[src/design/mawu_pkg.sv]
// shared types and constants for the moving-average warm-up unit
package mawu_pkg;

  localparam int DATA_W = 32;
  localparam int CFG_W  = 6;
  localparam int APB_W  = 32;
  localparam int ADDR_W = 3;

  localparam logic [CFG_W-1:0]  WINDOW_LENGTH_RESET = 6'd8;
  localparam logic [ADDR_W-1:0] ADDR_WINDOW_LENGTH  = 3'd0;

  // commands from the controller to the datapath
  typedef struct packed {
    logic accept;
    logic update;
    logic div_step;
    logic load_out;
  } mawu_cmd_t;

  // status from the datapath to the controller
  typedef struct packed {
    logic div_last;
  } mawu_status_t;

endpackage

[src/design/mawu_ram.sv]
// generic simple dual-port ram with registered read
module mawu_ram #(
  parameter int WIDTH = 32,
  parameter int DEPTH = 32
) (
  input  logic                                   clk,
  input  logic                                   we,
  input  logic [((DEPTH > 1) ? $clog2(DEPTH) : 1)-1:0] waddr,
  input  logic [WIDTH-1:0]                       wdata,
  input  logic                                   re,
  input  logic [((DEPTH > 1) ? $clog2(DEPTH) : 1)-1:0] raddr,
  output logic [WIDTH-1:0]                       rdata
);

  logic [WIDTH-1:0] mem_r [DEPTH];
  logic [WIDTH-1:0] rdata_r;

  always_ff @(posedge clk) begin
    if (we) begin
      mem_r[waddr] <= wdata;
    end
    if (re) begin
      rdata_r <= mem_r[raddr];
    end
  end

  assign rdata = rdata_r;

endmodule

[src/design/mawu_ctrl.sv]
// controller state machine for the moving-average warm-up unit
module mawu_ctrl (
  input  logic                  clk,
  input  logic                  rst_n,
  input  logic                  in_valid,
  output logic                  in_stall,
  output logic                  out_valid,
  input  logic                  out_stall,
  output mawu_pkg::mawu_cmd_t    cmd,
  input  mawu_pkg::mawu_status_t status
);
  import mawu_pkg::*;

  typedef enum logic [1:0] {
    S_IDLE,
    S_UPDATE,
    S_DIV,
    S_DONE
  } state_t;

  state_t state_r, state_nxt;
  logic   out_valid_r, out_valid_nxt;

  always_comb begin
    cmd.accept   = (state_r == S_IDLE) && in_valid;
    cmd.update   = (state_r == S_UPDATE);
    cmd.div_step = (state_r == S_DIV);
    cmd.load_out = (state_r == S_DONE) && (!out_valid_r || !out_stall);
  end

  always_comb begin
    state_nxt     = state_r;
    out_valid_nxt = out_valid_r && out_stall;
    case (state_r)
      S_IDLE: begin
        if (in_valid) begin
          state_nxt = S_UPDATE;
        end
      end
      S_UPDATE: begin
        state_nxt = S_DIV;
      end
      S_DIV: begin
        if (status.div_last) begin
          state_nxt = S_DONE;
        end
      end
      S_DONE: begin
        if (cmd.load_out) begin
          out_valid_nxt = 1'b1;
          state_nxt     = S_IDLE;
        end
      end
      default: begin
        state_nxt = S_IDLE;
      end
    endcase
  end

  always_ff @(posedge clk) begin
    if (!rst_n) begin
      state_r     <= S_IDLE;
      out_valid_r <= 1'b0;
    end else begin
      state_r     <= state_nxt;
      out_valid_r <= out_valid_nxt;
    end
  end

  assign in_stall  = (state_r != S_IDLE);
  assign out_valid = out_valid_r;

endmodule

[src/design/mawu_dp.sv]
// datapath: ring pointer, running sum, serial divider and result register
module mawu_dp #(
  parameter int WINDOW_MAX = 32
) (
  input  logic                                         clk,
  input  logic                                         rst_n,
  input  logic                                         restart,
  input  logic [mawu_pkg::CFG_W-1:0]                   window_length,
  input  logic [mawu_pkg::DATA_W-1:0]                  in_sample,
  input  mawu_pkg::mawu_cmd_t                          cmd,
  output mawu_pkg::mawu_status_t                       status,
  output logic                                         ram_we,
  output logic                                         ram_re,
  output logic [((WINDOW_MAX > 1) ? $clog2(WINDOW_MAX) : 1)-1:0] ram_addr,
  output logic [mawu_pkg::DATA_W-1:0]                  ram_wdata,
  input  logic [mawu_pkg::DATA_W-1:0]                  ram_rdata,
  output logic signed [mawu_pkg::DATA_W-1:0]           out_average
);
  import mawu_pkg::*;

  localparam int AW    = (WINDOW_MAX > 1) ? $clog2(WINDOW_MAX) : 1;
  localparam int CW    = $clog2(WINDOW_MAX + 1);
  localparam int SUM_W = DATA_W + $clog2(WINDOW_MAX) + 1;
  localparam int NW    = $clog2(SUM_W + 1);
  localparam logic [8:0]    WMAX9     = 9'(WINDOW_MAX);
  localparam logic [NW-1:0] DIV_STEPS = NW'(SUM_W);

  logic [DATA_W-1:0]       sample_r;
  logic [CW-1:0]           idx_r;
  logic signed [SUM_W-1:0] sum_r, sum_nxt;
  logic [CW-1:0]           wp_r, wp_nxt;
  logic                    warmed_r, warmed_nxt;
  logic [SUM_W-1:0]        q_r;
  logic [CW-1:0]           rem_r;
  logic [CW-1:0]           div_r;
  logic                    neg_r;
  logic [NW-1:0]           div_cnt_r;
  logic [DATA_W-1:0]       out_average_r;

  logic [8:0]              wl9;
  logic [CW-1:0]           len;
  logic [CW-1:0]           idx_n;
  logic [CW-1:0]           wp_inc;
  logic [CW-1:0]           count;
  logic signed [SUM_W-1:0] s_ext, old_ext;
  logic [CW:0]             trial;
  logic                    take;
  logic [SUM_W-1:0]        q_signed;

  // effective length: zero acts as one, large values saturate
  always_comb begin
    wl9 = {3'b000, window_length};
    if (wl9 == 9'd0) begin
      len = CW'(1);
    end else if (wl9 > WMAX9) begin
      len = CW'(WINDOW_MAX);
    end else begin
      len = CW'(wl9);
    end
  end

  assign idx_n = (wp_r >= len) ? '0 : wp_r;

  // old entry is read on accept, rewritten during the update cycle
  assign ram_re    = cmd.accept;
  assign ram_we    = cmd.update;
  assign ram_addr  = cmd.accept ? idx_n[AW-1:0] : idx_r[AW-1:0];
  assign ram_wdata = sample_r;

  assign s_ext   = {{(SUM_W-DATA_W){sample_r[DATA_W-1]}}, sample_r};
  assign old_ext = {{(SUM_W-DATA_W){ram_rdata[DATA_W-1]}}, ram_rdata};
  assign wp_inc  = idx_r + CW'(1);

  always_comb begin
    sum_nxt    = sum_r;
    wp_nxt     = wp_r;
    warmed_nxt = warmed_r;
    count      = len;
    if (!warmed_r) begin
      sum_nxt = sum_r + s_ext;
      count   = wp_inc;
      if (wp_inc >= len) begin
        warmed_nxt = 1'b1;
        wp_nxt     = '0;
      end else begin
        wp_nxt = wp_inc;
      end
    end else begin
      sum_nxt = sum_r - old_ext + s_ext;
      wp_nxt  = wp_inc;
    end
  end

  // restoring divider, one quotient bit per step
  assign trial = {rem_r, q_r[SUM_W-1]};
  assign take  = (trial >= {1'b0, div_r});

  always_ff @(posedge clk) begin
    if (!rst_n) begin
      sum_r     <= '0;
      wp_r      <= '0;
      warmed_r  <= 1'b0;
      div_cnt_r <= '0;
    end else if (restart) begin
      sum_r    <= '0;
      wp_r     <= '0;
      warmed_r <= 1'b0;
    end else begin
      if (cmd.update) begin
        sum_r     <= sum_nxt;
        wp_r      <= wp_nxt;
        warmed_r  <= warmed_nxt;
        div_cnt_r <= DIV_STEPS;
      end else if (cmd.div_step) begin
        div_cnt_r <= div_cnt_r - NW'(1);
      end
    end
  end

  always_ff @(posedge clk) begin
    if (cmd.accept) begin
      sample_r <= in_sample;
      idx_r    <= idx_n;
    end
    if (cmd.update) begin
      q_r   <= sum_nxt[SUM_W-1] ? SUM_W'(-sum_nxt) : SUM_W'(sum_nxt);
      neg_r <= sum_nxt[SUM_W-1];
      rem_r <= '0;
      div_r <= count;
    end else if (cmd.div_step) begin
      q_r   <= {q_r[SUM_W-2:0], take};
      rem_r <= take ? CW'(trial - {1'b0, div_r}) : trial[CW-1:0];
    end
    if (cmd.load_out) begin
      out_average_r <= q_signed[DATA_W-1:0];
    end
  end

  assign q_signed        = neg_r ? (~q_r + SUM_W'(1)) : q_r;
  assign status.div_last = (div_cnt_r == NW'(1));
  assign out_average     = out_average_r;

endmodule

[src/design/moving_average_warmup_unit.sv]
// top level of the moving-average warm-up unit: config register and submodules
// an accepted input beat passes through the sum update and the serial divider,
//   one quotient bit per cycle over the running sum, before its result reaches out_valid
// a new input beat is taken only once the last result has gone to the output
//   register; a result waiting there does not block the next input beat
// reset: window_length returns to 8, running sum, ring pointer and warm-up flag
//   clear; ring storage is not cleared, a read entry is only used once written
module moving_average_warmup_unit #(
  parameter int WINDOW_MAX = 32
) (
  input  logic                                clk,
  input  logic                                rst_n,
  // input channel
  input  logic                                in_valid,
  output logic                                in_stall,
  input  logic signed [mawu_pkg::DATA_W-1:0]  in_sample,
  // result channel
  output logic                                out_valid,
  input  logic                                out_stall,
  output logic signed [mawu_pkg::DATA_W-1:0]  out_average,
  // configuration port
  input  logic                                psel,
  input  logic                                penable,
  input  logic                                pwrite,
  input  logic [mawu_pkg::ADDR_W-1:0]         paddr,
  input  logic [mawu_pkg::APB_W-1:0]          pwdata,
  output logic [mawu_pkg::APB_W-1:0]          prdata,
  output logic                                pready
);
  import mawu_pkg::*;

  localparam int AW = (WINDOW_MAX > 1) ? $clog2(WINDOW_MAX) : 1;

  logic [CFG_W-1:0]  window_length_r;
  logic              reg_sel;
  logic              cfg_write;
  mawu_cmd_t         cmd;
  mawu_status_t      status;
  logic              ram_we;
  logic              ram_re;
  logic [AW-1:0]     ram_addr;
  logic [DATA_W-1:0] ram_wdata;
  logic [DATA_W-1:0] ram_rdata;

  // register decode: only the word at offset zero exists
  assign pready    = 1'b1;
  assign reg_sel   = (paddr == ADDR_WINDOW_LENGTH);
  assign cfg_write = psel && penable && pwrite && pready && reg_sel;

  always_ff @(posedge clk) begin
    if (!rst_n) begin
      window_length_r <= WINDOW_LENGTH_RESET;
    end else if (cfg_write) begin
      window_length_r <= pwdata[CFG_W-1:0];
    end
  end

  // reads of any other word return zero
  assign prdata = reg_sel ? {{(APB_W-CFG_W){1'b0}}, window_length_r} : '0;

  // sequencing: accept, sum update, serial divide, hand to output register
  mawu_ctrl u_ctrl (
    .clk       (clk),
    .rst_n     (rst_n),
    .in_valid  (in_valid),
    .in_stall  (in_stall),
    .out_valid (out_valid),
    .out_stall (out_stall),
    .cmd       (cmd),
    .status    (status)
  );

  // a register write restarts warm-up
  mawu_dp #(
    .WINDOW_MAX (WINDOW_MAX)
  ) u_dp (
    .clk           (clk),
    .rst_n         (rst_n),
    .restart       (cfg_write),
    .window_length (window_length_r),
    .in_sample     (in_sample),
    .cmd           (cmd),
    .status        (status),
    .ram_we        (ram_we),
    .ram_re        (ram_re),
    .ram_addr      (ram_addr),
    .ram_wdata     (ram_wdata),
    .ram_rdata     (ram_rdata),
    .out_average   (out_average)
  );

  // ring of the most recent samples; read and write never share a cycle
  mawu_ram #(
    .WIDTH (DATA_W),
    .DEPTH (WINDOW_MAX)
  ) u_ring (
    .clk   (clk),
    .we    (ram_we),
    .waddr (ram_addr),
    .wdata (ram_wdata),
    .re    (ram_re),
    .raddr (ram_addr),
    .rdata (ram_rdata)
  );

endmodule
[config.mk]
export PLATFORM = sky130hd
export DESIGN_NAME = moving_average_warmup_unit
export DESIGN_NICKNAME = d
export VERILOG_FILES = /design/src/design/mawu_pkg.sv /design/src/design/mawu_ram.sv /design/src/design/mawu_ctrl.sv /design/src/design/mawu_dp.sv /design/src/design/moving_average_warmup_unit.sv
export SDC_FILE = /design/constraint.sdc
export NUM_CORES = 2
export LEC_CHECK = 0
export BUFFER_PORTS_ARGS = -buffer_cell sky130_fd_sc_hd__buf_2
export CORE_UTILIZATION = 35
export CTS_BUF_LIST = sky130_fd_sc_hd__clkbuf_2
export CTS_CLUSTER_DIAMETER = 200
export DETAILED_ROUTE_END_ITERATION = 7
export HOLD_SLACK_MARGIN = 0.03
export MAX_ROUTING_LAYER = met4
export PLACE_DENSITY = 0.54
export RECOVER_POWER = 25
export SYNTH_ARGS = -nofsm -noshare
export SYNTH_HDL_FRONTEND = slang
export SYNTH_SLANG_ARGS = --single-unit
[constraint.sdc]
create_clock -name clk -period 15.9 [get_ports clk]
set_input_delay 0.795 -clock clk [delete_from_list [all_inputs] [get_ports clk]]
set_output_delay 0.795 -clock clk [all_outputs]
set_load 0.01 [all_outputs]
## Word level (Yosys, flattened, before mapping)

Memories as Yosys holds them, arrays and structs flattened. A register that Yosys moved wholly into a read port is not among the register bits.
Index checks and enable logic that the tools add are counted.

| operators by class | value |
|---|---|
| add/sub/neg operators | 8 |
| order comparisons | 4 |
| equal/unequal tests | 7 |
| muxes and demuxes | 26 |
| bitwise operators | 3 |
| reductions and logical operators | 17 |

Operators with widths:

| operator | count |
|---|---|
| 38-bit 2-to-1 mux | 4 |
| 38-bit by 32-bit adder with 38-bit output | 2 |
| 6-bit 2-to-1 mux | 9 |
| 38-bit negation | 1 |
| 38-bit by 32-bit subtractor with 38-bit output | 1 |
| 32-bit by 1-bit adder with 32-bit output, second input constant | 1 |
| 32-bit 2-to-1 mux | 1 |
| 32-bit inverter | 1 |
| 6-bit greater-or-equal comparator | 2 |
| 5-bit 2-to-1 mux | 2 |
| 2-bit one-hot mux with 4 select lines | 1 |
| 7-bit by 6-bit greater-or-equal comparator with 1-bit output | 1 |
| 6-bit by 1-bit adder with 6-bit output, second input constant | 1 |
| 6-bit by 1-bit equality test with 1-bit output, second input constant | 1 |
| 6-bit greater-than comparator, second input constant | 1 |
| 1-bit logical AND | 6 |
| 6-bit logical NOT | 1 |
| 1-bit 2-to-1 mux | 6 |
| 2-bit 2-to-1 mux | 3 |
| 6-bit by 1-bit subtractor with 6-bit output, second input constant | 1 |
| 6-bit subtractor | 1 |
| 2-bit equality test, second input constant | 2 |
| 2-bit != test, second input constant | 2 |
| 2-bit nonzero test | 2 |
| other kinds (10) | 12 |

| storage, ports and cells | value |
|---|---|
| bits in registers | 181 |
| memory bits (writable) | 1,024 |
| input port bits | 74 |
| output and inout port bits | 67 |
| word-level logic and storage cells | 81 |
| memories kept | 1 |

Memory list:

| name | words | width | rd ports | clocked after Yosys merged registers in | wr ports | line | source |
|---|---|---|---|---|---|---|---|
| u_ring.mem_r | 32 | 32 | 1 | 1 | 1 | mawu_ram.sv:15 | `logic [WIDTH-1:0] mem_r [DEPTH];` |

## Depth between registers and ports, before layout

| depth | value |
|---|---|
| word-level depth | 6 |
| depth in mapped cells | 20 |
| gate-level depth less buffers | 16 |

## Modules after synthesis

A second synthesis with hierarchy kept.

| unflattened totals | value |
|---|---|
| cells, all modules | 4,078 |
| area, all modules | 56,534.2 um^2 |

Modules (own cells, without submodules):

| module | times used | cells each | area an instance (um^2) |
|---|---|---|---|
| mawu_ram | 1 | 2,260 | 40,805.4 |
| mawu_dp | 1 | 1,730 | 14,989.4 |
| moving_average_warmup_unit | 1 | 64 | 523.0 |
| mawu_ctrl | 1 | 24 | 216.5 |

## Least setup slack after synthesis

Ideal clock, no wire load.

| path | value |
|---|---|
| kind | input -> register |
| start | input in_valid |
| end | memory u_ring.mem_r[0][0], enable pin |
| setup time | 421 ps |
| data arrival time | 5,680 ps |
| data required time | 15,479 ps |
| slack | 9,799 ps |
| cell stages on the path | 8 |
| cells stage by stage | nand2_1 > clkinv_1 > a31oi_1 > clkbuf_1 > clkbuf_1 > clkbuf_1 > nand3_1 > nor2_1 |

RTL lines:

| what | line | source |
|---|---|---|
| from (decl) | moving_average_warmup_unit.sv:14 | `input logic in_valid,` |
| to (decl) | mawu_ram.sv:15 |  |

## Final worst setup path

| path | value |
|---|---|
| start | register u_dp.sample_r[1], in the netlist u_dp.ram_wdata[1] |
| end | register u_dp.q_r[1], data pin |

| between the ends | value |
|---|---|
| word-level cells in the longest chain between the ends | 5 |
| elaborated cells between the ends (all ways) | 6 |
| classes of those cells | add/sub: 3; mux: 3 |

RTL lines:

| what | line | source |
|---|---|---|
| from (decl) | mawu_dp.sv:28 | `logic [DATA_W-1:0] sample_r;` |
| from (signal assigned) | mawu_dp.sv:122 | `sample_r <= in_sample;` |
| 38-bit by 32-bit adder with 38-bit output (on tied branches) | mawu_dp.sv:80, mawu_dp.sv:89 |  |
| 38-bit 2-to-1 mux * | mawu_dp.sv:79 | `if (!warmed_r) begin` |
| 38-bit negation | mawu_dp.sv:126 | `q_r <= sum_nxt[SUM_W-1] ? SUM_W'(-sum_nxt) : SUM_W'(sum_nxt);` |
| 38-bit 2-to-1 mux * | mawu_dp.sv:126 |  |
| 38-bit 2-to-1 mux * | mawu_dp.sv:125 | `if (cmd.update) begin` |
| to (signal assigned) | mawu_dp.sv:126 |  |
| to (signal assigned) | mawu_dp.sv:131 | `q_r <= {q_r[SUM_W-2:0], take};` |
| to (decl) | mawu_dp.sv:33 | `logic [SUM_W-1:0] q_r;` |

Mark *: on every way between the ends. The rest lies on a longest branch, timed or not.
A chain may end at the register's enable or synchronous reset.

==> results.md <==
* CTS tree: yes
* Final period utilization at 45.1%
* Vias/cell at 5.40
* Fin Clk Skew at 226 ps
* WL/cell at 23.7 microns
* Final Max Slew Viols at 1015
* Library cells used by synthesis at 99
* Fmax at 139 MHz
* Mapped Cells at 3946
* Post-synthesis register bit count at 1237
* Critical path cell sequence: clkbuf_1, inv_1, fa_1, inv_1, ha_1, a211oi_2, o31ai_4, a311oi_2, a211o_2, a31oi_4, o41ai_2, mux2_4, and3_1, or2_0, buf_4, inv_2, and2_1, o31a_1
* Clock slew at reported path FFs at 110 ps
* Endpoints failing setup at 0
* Max-cap violations at 29
* Fraction of registers with async set or reset after synthesis at 0%
* GRT Total Usage at 20.0%
* Critical path capture point type: register
* R2R cell count at 18
* Die width at 400 microns
* Crit-path max cell delay at 1250 ps
* Tightest Hold Check Type: in -> reg
* Crit Path Class: reg -> reg
* Failing checks: max-capacitance violations, max-slew violations
* Area contributors post-synth: edfxtp_1 64%, mux4_2 3.9%, mux2i_1 3.3%
* Synth Flop Type: edfxtp_1
* Total Wirelength at 156000 microns
* Pleak at 21.3 nW
* CP Depth at 18
* Area occupied by multi-input gates at 0.0175 sq mm
* Row cnt at 145
* Layout fillers at 14.8k
* Io pins at 141
* Die area at 0.160 sq mm
* Die span in y at 400 microns
* Slowest cell on the critical path: clkbuf_1
* Clock Tree Buf Depth at 4
* Required @ worst endpoint at 17140 ps
* Crit path buf inv count at 5
* Cts bufs inserted at 335
* Storage cell area at 0.0365 sq mm
* First-pass GRT wire length at 228000 microns
* Seq/Total Area, Yosys at 65.9%
* Fin worst setup slack at 8720 ps
* Worst Min Path Start: out_stall
* Top-count cell post-synth: edfxtp_1
* Mapped Area at 0.0553 sq mm
* Final antenna-violating net count at 0
* Mean Syn Cell Area at 14.0 sq um
* FF-to-FF End: u_dp.q_r[1]
* Crit. Startpoint: u_dp.ram_wdata[1]
* Synth top area share at 63.5%
* CP dominant cell by count: inv_1
* Dominant cell type by area after synthesis: edfxtp_1
* Post_cts resized at 0
* Yosys warning total at 0
* Vias in the first global route at 34.9k
* Clk sinks at 1237
* Total power at 12.0 mW
* Power Dens Cells at 193 mW/mm^2
* Root buf cell: clkbuf_2
* # DRC at 0
* Initial antenna violation count at 8
* HPWL Detailed at 91500 microns
* Total number of vias at 35.7k
* Cells on Worst Hold Path at 3
* CP max FO at 34
* Area delta synth->final at 12.1%
* Core footprint at 0.157 sq mm
* Worst EP arrival at 8420 ps
* Number of synthesized flops with an enable pin at 1171
* DR pass1 iterations at 5
* Pre-CTS WS at 9380 ps
* R2r startpoint: u_dp.ram_wdata[1]
* Worst-Skew Late Latency at 1710 ps
* RD Place Congestion at 0.877
* Final Hold Vio Count at 0
* Post-Route Setup TNS at 0 ps
* NumNets Final at 4559
* Nature of the critical path startpoint: register
* Register-to-register setup slack at 8720 ps
* Layout cells sized above 1 at 19.0%
* Total grt overflow at 0
* Maximum vdd ir drop at 0.117 mV
* Cell family with most CP delay: compound AO/OA/AOI/OAI gates
* Period minus WS final at 7180 ps
* Unrepaired setup endpoints after global routing: no
* Commonest cells post-synth: 1171 x edfxtp_1, 345 x a21oi_1, 322 x nand2_1
* Outcome: finished with violations
* PortBufs at 87
* Worst Tran Pin Value at 1980 ps
* H-tree levels at 5
* Largest net degree at the start of global routing at 128
* Rel. slew slack at -32.3%
* Starting Density at 35.3%
* Crit path to: u_dp.q_r[1]
* DR iter-0 viols at 3045
==> final cells by class <==
class,instances,area share (%)
clock inverter,39,0.349
antenna,7,0.0282
tap,2058,4.15
sequential,1237,58.8
clock buffer,491,3.96
multi-input combinational,2295,28.1
inverter,188,1.14
timing repair buffer,286,3.39
==> registers in the layout, summed over array words and instances, names as in the netlist, 6 cells and up <==
name	flops
u_dp.div_cnt_r	6
u_dp.rem_r	6
u_dp.wp_r	6
u_dp.div_r	6
u_dp.sum_r	38
u_dp.q_r	38
u_dp.idx_r	6
u_ring.mem_r	1024
window_length_r	6
u_dp.ram_wdata	32
u_ring.rdata	32
u_dp.out_average	32
==> routing by layer <==
metal	track usage [%]	vias up	part of all wire [%]
li1	-	16200	-
met1	27.4	17900	46
met2	30.2	1305	46
met3	3.65	219	6.7
met4	5.97	0	1.6
met5	-	-	0
==> kinds of logic (layout without fill, tap and decap cells) <==
| group | Yosys count | count (layout) | synth area share [%] |
|---|---|---|---|
| other cells | 2 | 34 | 0.0136 |
| compound gates | 906 | 906 | 11.0 |
| fa+ha+maj | 142 | 142 | 3.74 |
| buf+inv | 439 | 1004 | 3.28 |
| simple gates | 851 | 851 | 7.31 |
| xor+xnor | 76 | 76 | 1.20 |
| flops | 1237 | 1237 | 65.9 |
| mux | 293 | 293 | 7.51 |
==> what timing repair did <==
action                                 4_1_cts  5_1_grt
hold buffers                                99        0
setup buffers                                0        0
endpoints found under the hold margin       84        0
==> worst min-delay path by stage <==
| stage | endpoint |
|---|---|
| global placement | u_dp.rem_r[5] |
| global route | u_dp.ram_wdata[27] |
| floorplan | window_length_r[0] |
| detailed placement | u_dp.sum_r[30] |
| finish | u_dp.out_average[20] |
| CTS | u_dp.out_average[20] |
==> where the power goes <==
part	internal, mW	switching, mW
clock network	0.837	1.29
logic	1.89	3.57
registers	4.13	0.242
total	6.86	5.10
==> tightest hold or removal path, stage by stage <==
cell and delay [ps]:
dlygate4sd3_1 520, buf_2 140, a21boi_4 220
==> layout by cell type (no fill, tap or decap), types with 85 or more instances in the layout <==
cell and instances:
nand2_1 318, a221oi_1 168, mux4_2 96, ha_1 102, o21ai_0 92, clkbuf_2 491
buf_2 85, mux2i_1 182, nor2_1 153, inv_1 185, dlygate4sd3_1 99, a21oi_1 345
edfxtp_1 1171
==> metrics by stage <==
stage / utilization [%] / cells / area, sq um / hold WS [ps]
global route: 39.6 / 6601 / 62000 / 182
global placement: 37.3 / 5965 / 58500 / 478
detailed placement: 37.3 / 5965 / 58500 / 486
finish: 39.6 / 6601 / 62000 / 341
CTS: 39.7 / 6594 / 62100 / 83.3
floorplan: - / 3971 / 55400 / 445
(Power assumes the default switching activity.)
